**src/rtl/text_console_cursor_top_macros.svh**
```systemverilog
// ----------------------------------------------------------------------------
// Text console cursor assertion macros
// Shared concurrent assertion forms for the cursor controller.
// ----------------------------------------------------------------------------
`ifndef TEXT_CONSOLE_CURSOR_TOP_MACROS_SVH
`define TEXT_CONSOLE_CURSOR_TOP_MACROS_SVH

// Check a property on every clock edge outside reset.
`define CCUR_ASSERT(label, prop, msg) \
  label: assert property (@(posedge clk) disable iff (rst) (prop)) else $error(msg);

// Check that a condition implies a consequence in the next cycle.
`define CCUR_ASSERT_NEXT(label, ante, cons, msg) \
  label: assert property (@(posedge clk) disable iff (rst) (ante) |=> (cons)) else $error(msg);

`endif

```
**src/rtl/ccur_pkg.sv**
```systemverilog
// ----------------------------------------------------------------------------
// Text console cursor package
// Shared widths, character codes, command types and defaults.
// ----------------------------------------------------------------------------
package ccur_pkg;

  localparam int CCUR_COLUMNS     = 60;
  localparam int CCUR_ROWS        = 20;
  localparam int CCUR_TAB_CELLS   = 4;
  localparam int CCUR_QUEUE_DEPTH = 2;

  localparam int MAX_RESULTS = 4;
  localparam int NRES_W      = $clog2(MAX_RESULTS);

  localparam int CHAR_W     = 8;
  localparam int CPOS_W     = 8;
  localparam int RPOS_W     = 8;
  localparam int DRAW_COL_W = 6;
  localparam int DRAW_ROW_W = 5;

  localparam logic [CHAR_W-1:0] CH_TAB   = 8'h09;
  localparam logic [CHAR_W-1:0] CH_LF    = 8'h0a;
  localparam logic [CHAR_W-1:0] CH_CR    = 8'h0d;
  localparam logic [CHAR_W-1:0] CH_SPACE = 8'h20;

  typedef enum logic [1:0] {
    KIND_PRINT = 2'd0,
    KIND_TAB   = 2'd1,
    KIND_LF    = 2'd2,
    KIND_CR    = 2'd3
  } kind_t;

  typedef struct packed {
    kind_t             kind;
    logic [CHAR_W-1:0] glyph;
    logic              adv;
  } cmd_t;

endpackage

```
**src/rtl/text_console_cursor_top.sv**
```systemverilog
// ----------------------------------------------------------------------------
// Text console cursor controller
// Tracks the cursor of a character grid and emits glyph draws and scrolls.
// ----------------------------------------------------------------------------
// Each character transaction produces results from the back-end sequencer, one
// per cycle while the output is not stalled: one result for a printable byte,
// line feed or carriage return, and one result per filled cell for a tab, up
// to TAB_CELLS and at most four. A short command queue lets new characters
// be taken while earlier ones are still being expanded, and an output
// register holds each result until it is taken. Set display_attached through
// cfg_we and cfg_wdata only while no transaction is in flight.
module text_console_cursor_top import ccur_pkg::*; #(
  parameter int COLUMNS     = CCUR_COLUMNS,
  parameter int ROWS        = CCUR_ROWS,
  parameter int TAB_CELLS   = CCUR_TAB_CELLS,
  parameter int QUEUE_DEPTH = CCUR_QUEUE_DEPTH
) (
  input  logic                  clk,
  input  logic                  rst,
  input  logic                  cfg_we,
  input  logic                  cfg_wdata,
  input  logic                  in_valid,
  output logic                  in_ready,
  input  logic [CHAR_W-1:0]     char_code,
  input  logic                  advance,
  output logic                  out_valid,
  input  logic                  out_ready,
  output logic                  draw,
  output logic [DRAW_COL_W-1:0] draw_col,
  output logic [DRAW_ROW_W-1:0] draw_row,
  output logic [CHAR_W-1:0]     glyph,
  output logic                  scroll,
  output logic [DRAW_COL_W-1:0] cursor_col,
  output logic [DRAW_ROW_W-1:0] cursor_row,
  output logic                  last
);

  logic q_full;
  logic push;
  cmd_t push_cmd;
  logic pop;
  logic head_valid;
  cmd_t head_cmd;

  ccur_front u_front (
    .rst       (rst),
    .in_valid  (in_valid),
    .in_ready  (in_ready),
    .char_code (char_code),
    .advance   (advance),
    .q_full    (q_full),
    .push      (push),
    .push_cmd  (push_cmd)
  );

  ccur_queue #(
    .DEPTH (QUEUE_DEPTH)
  ) u_queue (
    .clk        (clk),
    .rst        (rst),
    .push       (push),
    .push_cmd   (push_cmd),
    .full       (q_full),
    .pop        (pop),
    .head_valid (head_valid),
    .head_cmd   (head_cmd)
  );

  ccur_back #(
    .COLUMNS   (COLUMNS),
    .ROWS      (ROWS),
    .TAB_CELLS (TAB_CELLS)
  ) u_back (
    .clk        (clk),
    .rst        (rst),
    .cfg_we     (cfg_we),
    .cfg_wdata  (cfg_wdata),
    .head_valid (head_valid),
    .head_cmd   (head_cmd),
    .pop        (pop),
    .out_valid  (out_valid),
    .out_ready  (out_ready),
    .draw       (draw),
    .draw_col   (draw_col),
    .draw_row   (draw_row),
    .glyph      (glyph),
    .scroll     (scroll),
    .cursor_col (cursor_col),
    .cursor_row (cursor_row),
    .last       (last)
  );

endmodule

```
**src/rtl/ccur_front.sv**
```systemverilog
// ----------------------------------------------------------------------------
// Text console cursor front end
// Accepts character transactions and classifies them into queue commands.
// ----------------------------------------------------------------------------
module ccur_front import ccur_pkg::*; (
  input  logic              rst,
  input  logic              in_valid,
  output logic              in_ready,
  input  logic [CHAR_W-1:0] char_code,
  input  logic              advance,
  input  logic              q_full,
  output logic              push,
  output cmd_t              push_cmd
);

  kind_t kind;

  always_comb begin
    case (char_code)
      CH_TAB:  kind = KIND_TAB;
      CH_LF:   kind = KIND_LF;
      CH_CR:   kind = KIND_CR;
      default: kind = KIND_PRINT;
    endcase
  end

  assign in_ready = !q_full && !rst;
  assign push     = in_valid && in_ready;

  assign push_cmd.kind  = kind;
  assign push_cmd.glyph = char_code;
  assign push_cmd.adv   = advance;

endmodule

```
**src/rtl/ccur_queue.sv**
```systemverilog
// ----------------------------------------------------------------------------
// Text console cursor command queue
// Short register queue between the front end and the result sequencer.
// ----------------------------------------------------------------------------
module ccur_queue import ccur_pkg::*; #(
  parameter int DEPTH = CCUR_QUEUE_DEPTH
) (
  input  logic clk,
  input  logic rst,
  input  logic push,
  input  cmd_t push_cmd,
  output logic full,
  input  logic pop,
  output logic head_valid,
  output cmd_t head_cmd
);

  localparam int PTR_W = (DEPTH > 1) ? $clog2(DEPTH) : 1;
  localparam int CNT_W = $clog2(DEPTH + 1);

  cmd_t             entries [DEPTH];
  logic [PTR_W-1:0] wr_ptr;
  logic [PTR_W-1:0] rd_ptr;
  logic [CNT_W-1:0] count;

  function automatic logic [PTR_W-1:0] ptr_inc(input logic [PTR_W-1:0] p);
    logic [PTR_W-1:0] r;
    r = (p == PTR_W'(DEPTH - 1)) ? '0 : p + PTR_W'(1);
    return r;
  endfunction

  assign full       = (count == CNT_W'(DEPTH));
  assign head_valid = (count != '0);
  assign head_cmd   = entries[rd_ptr];

  always_ff @(posedge clk) begin
    if (push) begin
      entries[wr_ptr] <= push_cmd;
    end
  end

  always_ff @(posedge clk) begin
    if (rst) begin
      wr_ptr <= '0;
      rd_ptr <= '0;
      count  <= '0;
    end else begin
      if (push) begin
        wr_ptr <= ptr_inc(wr_ptr);
      end
      if (pop) begin
        rd_ptr <= ptr_inc(rd_ptr);
      end
      case ({push, pop})
        2'b10:   count <= count + CNT_W'(1);
        2'b01:   count <= count - CNT_W'(1);
        default: count <= count;
      endcase
    end
  end

endmodule

```
**src/rtl/ccur_back.sv**
```systemverilog
// ----------------------------------------------------------------------------
// Text console cursor back end
// Steps the cursor and emits one result per cycle, such as a draw or a cursor move, while the output is not stalled.
// ----------------------------------------------------------------------------
module ccur_back import ccur_pkg::*; #(
  parameter int COLUMNS   = CCUR_COLUMNS,
  parameter int ROWS      = CCUR_ROWS,
  parameter int TAB_CELLS = CCUR_TAB_CELLS
) (
  input  logic                  clk,
  input  logic                  rst,
  input  logic                  cfg_we,
  input  logic                  cfg_wdata,
  input  logic                  head_valid,
  input  cmd_t                  head_cmd,
  output logic                  pop,
  output logic                  out_valid,
  input  logic                  out_ready,
  output logic                  draw,
  output logic [DRAW_COL_W-1:0] draw_col,
  output logic [DRAW_ROW_W-1:0] draw_row,
  output logic [CHAR_W-1:0]     glyph,
  output logic                  scroll,
  output logic [DRAW_COL_W-1:0] cursor_col,
  output logic [DRAW_ROW_W-1:0] cursor_row,
  output logic                  last
);

`include "text_console_cursor_top_macros.svh"

  localparam int PHASE_W = $clog2(TAB_CELLS);

  logic               display_attached;
  logic [CPOS_W-1:0]  col_pos;
  logic [RPOS_W-1:0]  row_pos;
  logic [PHASE_W-1:0] phase;
  logic [NRES_W-1:0]  res_cnt;

  logic [CPOS_W-1:0]  col_pos_next;
  logic [RPOS_W-1:0]  row_pos_next;
  logic [PHASE_W-1:0] phase_next;

  logic               load;
  logic               res_draw;
  logic               res_scroll;
  logic               res_last;
  logic [CHAR_W-1:0]  res_glyph;

  logic [CPOS_W-1:0]  col_inc;
  logic               wrap;
  logic               row_at_end;
  logic [RPOS_W-1:0]  nl_row;
  logic [CPOS_W-1:0]  step_col;
  logic [RPOS_W-1:0]  step_row;
  logic [PHASE_W-1:0] step_phase;
  logic               step_scroll;

  always_comb begin
    col_inc     = col_pos + CPOS_W'(1);
    wrap        = (col_inc >= CPOS_W'(COLUMNS));
    row_at_end  = !((row_pos + RPOS_W'(1)) < RPOS_W'(ROWS));
    nl_row      = row_at_end ? row_pos : row_pos + RPOS_W'(1);
    step_col    = wrap ? '0 : col_inc;
    step_row    = wrap ? nl_row : row_pos;
    step_scroll = wrap && row_at_end;
    if (wrap || (phase == PHASE_W'(TAB_CELLS - 1))) begin
      step_phase = '0;
    end else begin
      step_phase = phase + PHASE_W'(1);
    end
  end

  always_comb begin
    col_pos_next = col_pos;
    row_pos_next = row_pos;
    phase_next   = phase;
    res_draw     = 1'b0;
    res_scroll   = 1'b0;
    res_last     = 1'b1;
    res_glyph    = '0;
    case (head_cmd.kind)
      KIND_TAB: begin
        col_pos_next = step_col;
        row_pos_next = step_row;
        phase_next   = step_phase;
        res_draw     = 1'b1;
        res_scroll   = step_scroll;
        res_glyph    = CH_SPACE;
        res_last     = (step_phase == '0) || (res_cnt == NRES_W'(MAX_RESULTS - 1));
      end
      KIND_LF: begin
        col_pos_next = '0;
        row_pos_next = nl_row;
        phase_next   = '0;
        res_scroll   = row_at_end;
      end
      KIND_CR: begin
        res_last = 1'b1;
      end
      default: begin
        res_draw  = 1'b1;
        res_glyph = head_cmd.glyph;
        if (head_cmd.adv) begin
          col_pos_next = step_col;
          row_pos_next = step_row;
          phase_next   = step_phase;
          res_scroll   = step_scroll;
        end
      end
    endcase
  end

  assign load = head_valid && (!out_valid || out_ready);
  assign pop  = load && res_last;

  always_ff @(posedge clk) begin
    if (rst) begin
      display_attached <= 1'b1;
      col_pos          <= '0;
      row_pos          <= '0;
      phase            <= '0;
      res_cnt          <= '0;
      out_valid        <= 1'b0;
    end else begin
      if (cfg_we) begin
        display_attached <= cfg_wdata;
      end
      if (load) begin
        col_pos   <= col_pos_next;
        row_pos   <= row_pos_next;
        phase     <= phase_next;
        res_cnt   <= res_last ? '0 : res_cnt + NRES_W'(1);
        out_valid <= 1'b1;
      end else if (out_ready) begin
        out_valid <= 1'b0;
      end
    end
  end

  always_ff @(posedge clk) begin
    if (load) begin
      draw       <= res_draw && display_attached;
      draw_col   <= (res_draw && display_attached) ? col_pos[DRAW_COL_W-1:0] : '0;
      draw_row   <= (res_draw && display_attached) ? row_pos[DRAW_ROW_W-1:0] : '0;
      glyph      <= (res_draw && display_attached) ? res_glyph : '0;
      scroll     <= res_scroll && display_attached;
      cursor_col <= col_pos_next[DRAW_COL_W-1:0];
      cursor_row <= row_pos_next[DRAW_ROW_W-1:0];
      last       <= res_last;
    end
  end

  `CCUR_ASSERT(a_col_in_grid, col_pos < CPOS_W'(COLUMNS), "cursor column outside grid")
  `CCUR_ASSERT(a_row_in_grid, row_pos < RPOS_W'(ROWS), "cursor row outside grid")
  `CCUR_ASSERT(a_phase_zero, (col_pos != '0) || (phase == '0), "phase set at column zero")
  `CCUR_ASSERT_NEXT(a_pop_marks_last, pop, out_valid && last, "pop without final result")

endmodule
```
**config.mk**
```make
export PLATFORM = sky130hd
export DESIGN_NAME = text_console_cursor_top
export DESIGN_NICKNAME = d
export VERILOG_FILES = /design/src/rtl/ccur_pkg.sv /design/src/rtl/text_console_cursor_top.sv /design/src/rtl/ccur_front.sv /design/src/rtl/ccur_queue.sv /design/src/rtl/ccur_back.sv
export VERILOG_INCLUDE_DIRS = /design/src /design/src/rtl
export SDC_FILE = /design/constraint.sdc
export NUM_CORES = 1
export LEC_CHECK = 0
export BUFFER_PORTS_ARGS = -buffer_cell sky130_fd_sc_hd__buf_4
export CORE_AREA = 10 10 123 125
export DETAILED_ROUTE_END_ITERATION = 7
export DIE_AREA = 0 0 133 135
export PLACE_DENSITY_LB_ADDON = 0.05
export SYNTH_ARGS = -nofsm -noshare
export SYNTH_HDL_FRONTEND = slang
export SYNTH_SLANG_ARGS = --single-unit
```
**constraint.sdc**
```tcl
create_clock -name clk -period 7.7 [get_ports clk]
set_input_delay 0.77 -clock clk [delete_from_list [all_inputs] [get_ports clk]]
set_output_delay 0.77 -clock clk [all_outputs]
set_load 0.01 [all_outputs]
```
==> impl_metrics.py, run 1 <==
metrics = {
    "outcome": {
        "status": "complete, no violations",
    },
    "clock_tree": {
        "cts_setup_buffers": 0,
        "cts_tree": "done",
        "cts_hold_buffers": 0,
        "cts_buffers": 9,
        "clockRootBuffer": "clkbuf_16",
        "clk_pin_slew_ns": 0.06,
        "ctsResizeCount": 0,
        "insertion_delay_ns": 0.34,
        "cts.sinks": 82,
        "htreeDepth": 3,
        "clock_path_buffers": 2,
    },
    "worst_setup_path": {
        "cp.required_ns": 7.97,
        "regToRegSetupSlack_ns": 4.62,
        "critPathMaxFanout": 10,
        "cp.arrival_ns": 3.35,
        "r2r-end": "u_queue.count[1]",
        "crit_path_end_kind": "flop",
        "worst-setup-path-type": "reg -> reg",
        "cp-start-kind": "flop",
        "r2r-start": "u_back.col_pos[0]",
        "r2r_cells": 10,
    },
    "synth": {
        "postSynth.asyncResetShare": 0,
        "synth_nets": 356,
        "synth_cells": 336,
        "syn-cell-area_mm2": 0.003751,
        "ys_ff_latch": 82,
        "synth-edff-count": 55,
        "syn_area_per_cell_um2": 11.16,
        "ys.flop_type": "edfxtp_1",
        "yosysUniqueCellTypes": 56,
        "seq_area_frac_synth": 0.5844,
        "yosys_warnings": 0,
    },
    "routing": {
        "wirelength_met1_um": 4504,
        "vias": 2634,
        "top_layer_used": "met4",
        "met2_length_um": 3680,
        "vias_per_cell": 4.746,
        "firstDrtPassIters": 4,
        "ant_nets": 0,
        "drc": 0,
        "met3WireLength_um": 327,
        "drtIter0Drc": 133,
        "avgRoutedWirePerCell_um": 15.64,
        "drt-total-wl_um": 8678,
    },
    "grt": {
        "track_usage": 0.09754,
        "gr-total-overflow": 0,
        "grt_pass1_vias": 2485,
        "antenna_found_initial": 0,
        "grt_first_pass_wirelength_um": 13720,
        "grt_max_degree": 34,
    },
    "floorplanning": {
        "core_area_mm2": 0.01257,
        "die_y_um": 135,
        "num_rows": 41,
        "start_util": 0.2985,
        "fp.dieArea_mm2": 0.01796,
        "pin_count": 50,
        "die_x_um": 133,
    },
    "timing": {
        "tightest_slew_ns": 1.004,
        "fin_crit_ns": 3.083,
        "finalCritPeriodShare": 0.4004,
        "tns_ns": 0,
        "fin_hold_ws_ns": 0.4657,
        "rsz0062_at_grt": "no",
        "layout_setup_ws_ns": 4.617,
        "setup_viol": 0,
        "slew_headroom": 0.3280,
        "hold_viol": 0,
        "fmax_ghz": 0.3244,
        "finalMaxSlewViolations": 0,
        "skew_ns": 0.006721,
    },
    "hold_path": {
        "worstHoldStart": "u_back.res_cnt[1]",
        "whs_path_depth": 2,
        "whs_endpoint": "u_back.res_cnt[1]",
        "hp-class": "reg -> reg",
    },
    "final_layout": {
        "nNetsFinal": 398,
        "antenna_cells": 0,
        "fin_cells": 555,
        "multi_input_area_mm2": 0.001420,
        "drive_above_1_share": 0.2089,
        "area_delta_synth_final_pct": 21.18,
        "nFillCells": 1245,
        "final-seq-area_mm2": 0.002192,
    },
    "place": {
        "gp_congestion": 0.7720,
        "io_buffers": 49,
        "place_hpwl_um": 5944,
        "place_ws_ns": 4.642,
        "numPlacedInstances": 539,
    },
    "power_and_ir_drop": {
        "leakagePower_nw": 1.693,
        "pwr_density_cell_mw_per_mm2": 342.3,
        "ir_drop_uv": 186.9,
        "power_mw": 1.556,
    },
    "flow_run": {
        "maxCapViolations": 0,
    },
}
cell usage after synthesis (all sizes together) (2+ instances only):
cell	number	area share
buf	5	0.010
a21bo	3	0.0080
mux2i	11	0.029
nor3b	3	0.0060
a21o	2	0.0040
and4	2	0.0047
xnor2	4	0.0093
and4b	2	0.0053
nand2b	5	0.0083
nor4	2	0.0073
nand2	23	0.024
xor2	3	0.0070
o31ai	4	0.0080
inv	11	0.011
a22o	4	0.0093
nand3b	4	0.0080
nand4	2	0.0033
o21ai	11	0.015
nor2	35	0.036
a31oi	3	0.0050
clkbuf	16	0.016
or3	4	0.0067
ha	5	0.017
mux2	2	0.0060
nand3	12	0.016
a41oi	2	0.0047
nor2b	2	0.0033
a21oi	23	0.031
and3	19	0.036
edfxtp	55	0.44
dfxtp	27	0.14
nor3	8	0.011
and2	3	0.0050
a2bb2oi	3	0.0070
a32oi	2	0.0047
cell type report:
class | count | area share
clock buffers | 10 | 0.05037
clock inverters | 6 | 0.01266
inverters | 11 | 0.009083
multi-input cells | 222 | 0.3124
flip-flops and latches | 82 | 0.4822
well taps | 172 | 0.04734
repair buffers | 52 | 0.08588
routing by layer:
metal  up-vias  track usage
met2        49       0.1306
met3        14      0.02708
li1       1336            -
met5         -            0
met4         0      0.05440
met1      1235       0.1365
critical path, cell delays in order (launching register included):
cell and delay, ns:
dfxtp_1 0.50, ha_1 0.32, and3_4 0.22, nand4_1 0.10, a22oi_1 0.34, nand2_2 0.20, nor4_4 0.41, nor2_1 0.08
ha_1 0.32, or3_1 0.37, a21oi_1 0.15
layout by cell type, fill, tap and decap left out, types with 3 or more instances in the layout:
master     Yosys  routed
buf_4          0      52
and2_1         3       3
a2bb2oi_1      3       3
a21oi_1       23      23
a21bo_2        3       3
a22o_1         4       4
mux2i_1       11      11
o31ai_1        4       4
xnor2_1        4       4
clkbuf_16      0       9
nand3_1       12      12
nand2_1       22      22
nor3b_1        3       3
dfxtp_1       27      27
a31oi_1        3       3
nor3_1         8       8
or3_1          4       4
edfxtp_1      55      55
nand2b_1       5       5
nor2_1        34      34
inv_1         10      10
xor2_1         3       3
ha_1           5       5
and3_4         3       3
nand3b_1       4       4
and3_1        16      16
o21ai_0       10      10
worst max path at each step:
stage | startpoint | endpoint | slack [ns]
after detailed placement | u_back.col_pos[0] | u_queue.count[1] | 4.64
after global routing | u_back.col_pos[0] | u_queue.count[1] | 4.31
final | u_back.col_pos[0] | u_queue.count[1] | 4.62
after floorplan | u_back.col_pos[1] | u_queue.count[1] | 4.99
after CTS | u_back.col_pos[0] | u_queue.count[1] | 4.61
after global placement | u_back.col_pos[0] | u_queue.count[1] | 4.74
report_power, final:
group	internal (mW)	switching, mW
registers	0.609	0.0674
logic	0.191	0.271
clock network	0.248	0.169
state kept, by name (all words and copies together), names as in the netlist, 2 cells and up, named ones only:
signal / cells
u_back.col_pos: 8
u_back.cursor_col: 6
u_back.cursor_row: 5
u_queue.entries: 22
u_back.res_cnt: 2
u_back.draw_col: 6
u_back.row_pos: 8
u_back.draw_row: 5
u_queue.count: 2
u_back.phase: 2
u_back.glyph: 8
kinds of logic (layout without fill, tap and decap cells):
group	Yosys count	in the layout	synth area share
AND/OR/NAND/NOR	127	127	0.1815
flip-flops	82	82	0.5844
AO/OA/AOI/OAI	70	70	0.1288
buffers and inverters	32	79	0.03702
multiplexers	13	13	0.03536
XOR/XNOR	7	7	0.01634
adder cells (fa/ha/maj)	5	5	0.01668
through the flow:
| step | area, um2 | utilization |
|---|---|---|
| final | 4546 | 0.3617 |
| after detailed placement | 4259 | 0.3389 |
| after global routing | 4546 | 0.3617 |
| after CTS | 4546 | 0.3617 |
| after global placement | 4259 | 0.3389 |
| after floorplan | 3751 | - |
Power figures use the tool's default switching activity.
==> run 2, diff against run 1 <==
--- a/config.mk
+++ b/config.mk
@@ -6,10 +6,11 @@
 export SDC_FILE = /design/constraint.sdc
 export NUM_CORES = 1
 export LEC_CHECK = 0
+export ABC_AREA = 1
 export BUFFER_PORTS_ARGS = -buffer_cell sky130_fd_sc_hd__buf_4
-export CORE_AREA = 10 10 123 125
+export CORE_AREA = 10 10 126 128
 export DETAILED_ROUTE_END_ITERATION = 7
-export DIE_AREA = 0 0 133 135
+export DIE_AREA = 0 0 136 138
 export PLACE_DENSITY_LB_ADDON = 0.05
 export SYNTH_ARGS = -nofsm -noshare
 export SYNTH_HDL_FRONTEND = slang
==> constraint.sdc (replaced) <==
create_clock -name clk -period 2.8 [get_ports clk]
set_input_delay 0.28 -clock clk [delete_from_list [all_inputs] [get_ports clk]]
set_output_delay 0.28 -clock clk [all_outputs]
set_load 0.01 [all_outputs]
==> impl_metrics.py, run 2 <==
metrics = {
    "worst_setup_path": {
        "critPathMaxFanout": 9,
        "r2r-start": "u_back.col_pos[1]",
        "critPathMaxStageDelay_ns": 0.41,
        "cp_slowest_cell": "dfxtp_1",
        "cp.required_ns": 3.07,
        "r2r_cells": 16,
        "worst-setup-path-type": "reg -> reg",
        "cp.arrival_ns": 2.77,
        "cp-start-kind": "flop",
        "crit_chain": "ha_1 -> nand3_1 -> nor2_1 -> nand3_1 -> nand2_1 -> nand3_4 -> nor2_4 -> o211ai_2 -> nand2_2 -> inv_2 -> ha_1 -> inv_1 -> nand2_1 -> nor2_1 -> o21ai_0 -> a21oi_1",
        "crit_path_end_kind": "flop",
        "crit_start": "u_back.col_pos[1]",
    },
    "synth": {
        "ys.flop_type": "edfxtp_1",
        "yosysTopAreaCellShare": 0.4220,
        "synth_top_family_by_area": "simple AND/OR/NAND/NOR gates",
        "synthSimpleGateAreaFrac": 0.2669,
        "yosysUniqueCellTypes": 39,
        "synthMuxAreaShare": 0,
        "synth.largest_area_cell": "edfxtp_1",
        "netlist_top_cells_count": "nand2_1 (107), edfxtp_1 (55), inv_1 (54)",
        "synthXorXnorAreaFrac": 0.004476,
        "synth_nets": 461,
        "postSynth.asyncResetShare": 0,
        "ys_top_cells_by_area": "edfxtp_1 (42%), dfxtp_1 (14%), nand2_1 (10%)",
        "synth_compound_area_frac": 0.07577,
        "seq_area_frac_synth": 0.5601,
        "syn-cell-area_mm2": 0.003914,
        "synth-edff-count": 55,
        "yosys_warnings": 0,
        "synth.most_common_cell": "nand2_1",
        "synth_cells": 441,
        "synth_fa_ha_area_frac": 0.01598,
        "ys_ff_latch": 82,
        "syn_area_per_cell_um2": 8.875,
    },
    "clock_tree": {
        "cts_tree": "done",
        "clk_pin_slew_ns": 0.06,
        "cts.sinks": 82,
        "htreeDepth": 3,
        "clockRootBuffer": "clkbuf_16",
        "cts_hold_buffers": 0,
        "insertion_delay_ns": 0.34,
        "cts_buffers": 9,
        "ctsResizeCount": 0,
        "cts_setup_buffers": 0,
        "clock_path_buffers": 2,
    },
    "timing": {
        "setup_viol": 0,
        "fin_crit_ns": 2.493,
        "rsz0062_at_grt": "no",
        "fmax_ghz": 0.4011,
        "slew_headroom": 0.6026,
        "finalCritPeriodShare": 0.8905,
        "tightest_slew_ns": 0.5947,
        "finalMaxSlewViolations": 0,
        "skew_ns": 0.005897,
        "hold_viol": 0,
        "tns_ns": 0,
    },
    "final_layout": {
        "nNetsFinal": 517,
        "fin_cells": 682,
        "drive_above_1_share": 0.2151,
        "layout_commonest_cell": "nand2_1",
        "top_register": "u_queue.entries",
        "final_cell_mix": "nand2_1 (107), edfxtp_1 (55), inv_1 (54)",
        "fin_area_mm2": 0.004802,
        "antenna_cells": 0,
        "area_delta_synth_final_pct": 22.70,
        "largest_reg_flops": 22,
    },
    "grt": {
        "grt_pass1_vias": 2931,
        "grt_max_degree": 35,
        "antenna_found_initial": 0,
        "grt_first_pass_wirelength_um": 15580,
        "gr-total-overflow": 0,
        "track_usage": 0.1038,
    },
    "routing": {
        "drtIter0Drc": 189,
        "vias": 3004,
        "firstDrtPassIters": 6,
        "ant_nets": 0,
        "avgRoutedWirePerCell_um": 13.52,
        "vias_per_cell": 4.405,
        "drt-total-wl_um": 9223,
        "drc": 0,
    },
    "outcome": {
        "status": "complete, no violations",
    },
    "power_and_ir_drop": {
        "ir_drop_uv": 253.0,
        "power_mw": 4.891,
        "leakagePower_nw": 2.039,
        "pwr_density_cell_mw_per_mm2": 1019,
    },
    "hold_path": {
        "whs_path_depth": 1,
        "worstHoldStart": "advance",
        "hp-class": "in -> reg",
    },
    "floorplanning": {
        "pin_count": 50,
        "start_util": 0.2898,
        "core_area_mm2": 0.01350,
        "die_x_um": 136,
        "num_rows": 43,
        "fp.dieArea_mm2": 0.01877,
        "die_y_um": 138,
    },
    "place": {
        "place_area_mm2": 0.004516,
        "numPlacedInstances": 666,
        "gp_congestion": 0.7970,
        "io_buffers": 49,
        "place_hpwl_um": 6746,
    },
    "flow_run": {
        "maxCapViolations": 0,
    },
}
==> run 2: cell type report <==
class | count | area (um2)
clock buffer | 10 | 229.0
clock inverter | 6 | 57.56
fill | 1404 | 8702
inverter | 67 | 251.5
multi-input combinational | 283 | 1429
sequential | 82 | 2192
tap | 180 | 225.2
timing repair buffer | 54 | 417.9
==> run 2: stage by stage <==
| step | util | hold slack, ns | worst slack [ns] |
|---|---|---|---|
| CTS | 0.3556 | 0.1053 | 0.3020 |
| global route | 0.3556 | 0.1073 | 0.005605 |
| detailed placement | 0.3344 | 0.4669 | 0.3238 |
| floorplan | - | 0.3789 | 0.6002 |
| global placement | 0.3344 | 0.4583 | 0.3738 |
| finish | 0.3556 | 0.1229 | 0.3066 |
==> run 2: worst paths after layout <==
path                                              end  slack [ns]
worst max register to register       u_queue.count[1]        0.31
worst min-delay path            u_queue.entries[1][0]        0.12
worst min register to register      u_back.res_cnt[1]        0.47
worst max-delay path                 u_queue.count[1]        0.31
==> run 2: kinds of logic (layout without fill, tap and decap cells) <==
family                   Yosys count  in the layout
AO/OA/AOI/OAI                     50             50
adder cells (fa/ha/maj)            5              5
buffers and inverters             76            137
AND/OR/NAND/NOR                  226            226
flip-flops                        82             82
XOR/XNOR                           2              2
==> run 2: metal layers <==
| metal | part of all wire | wire length [um] | global-route usage |
|---|---|---|---|
| met1 | 0.48 | 4410 | 0.1351 |
| met2 | 0.46 | 4211 | 0.1551 |
| met3 | 0.055 | 507 | 0.03406 |
| met4 | 0.010 | 94 | 0.04038 |
| met5 | 0 | 0 | 0 |
==> run 2: critical path, delay by kind of cell, from the launching register on <==
family,cells,cell delay [ns]
buf+inv,2,0.13
simple gates,9,1.08
flops,1,0.41
fa+ha+maj,2,0.48
compound gates,3,0.32
==> run 2: report_power, final <==
part | leakage (nW) | total [mW] | switching [mW] | internal (mW)
clock network | 0.135 | 1.15 | 0.466 | 0.683
logic | 1.16 | 1.79 | 1.11 | 0.679
registers | 0.744 | 1.95 | 0.186 | 1.77
total | 2.04 | 4.89 | 1.76 | 3.13
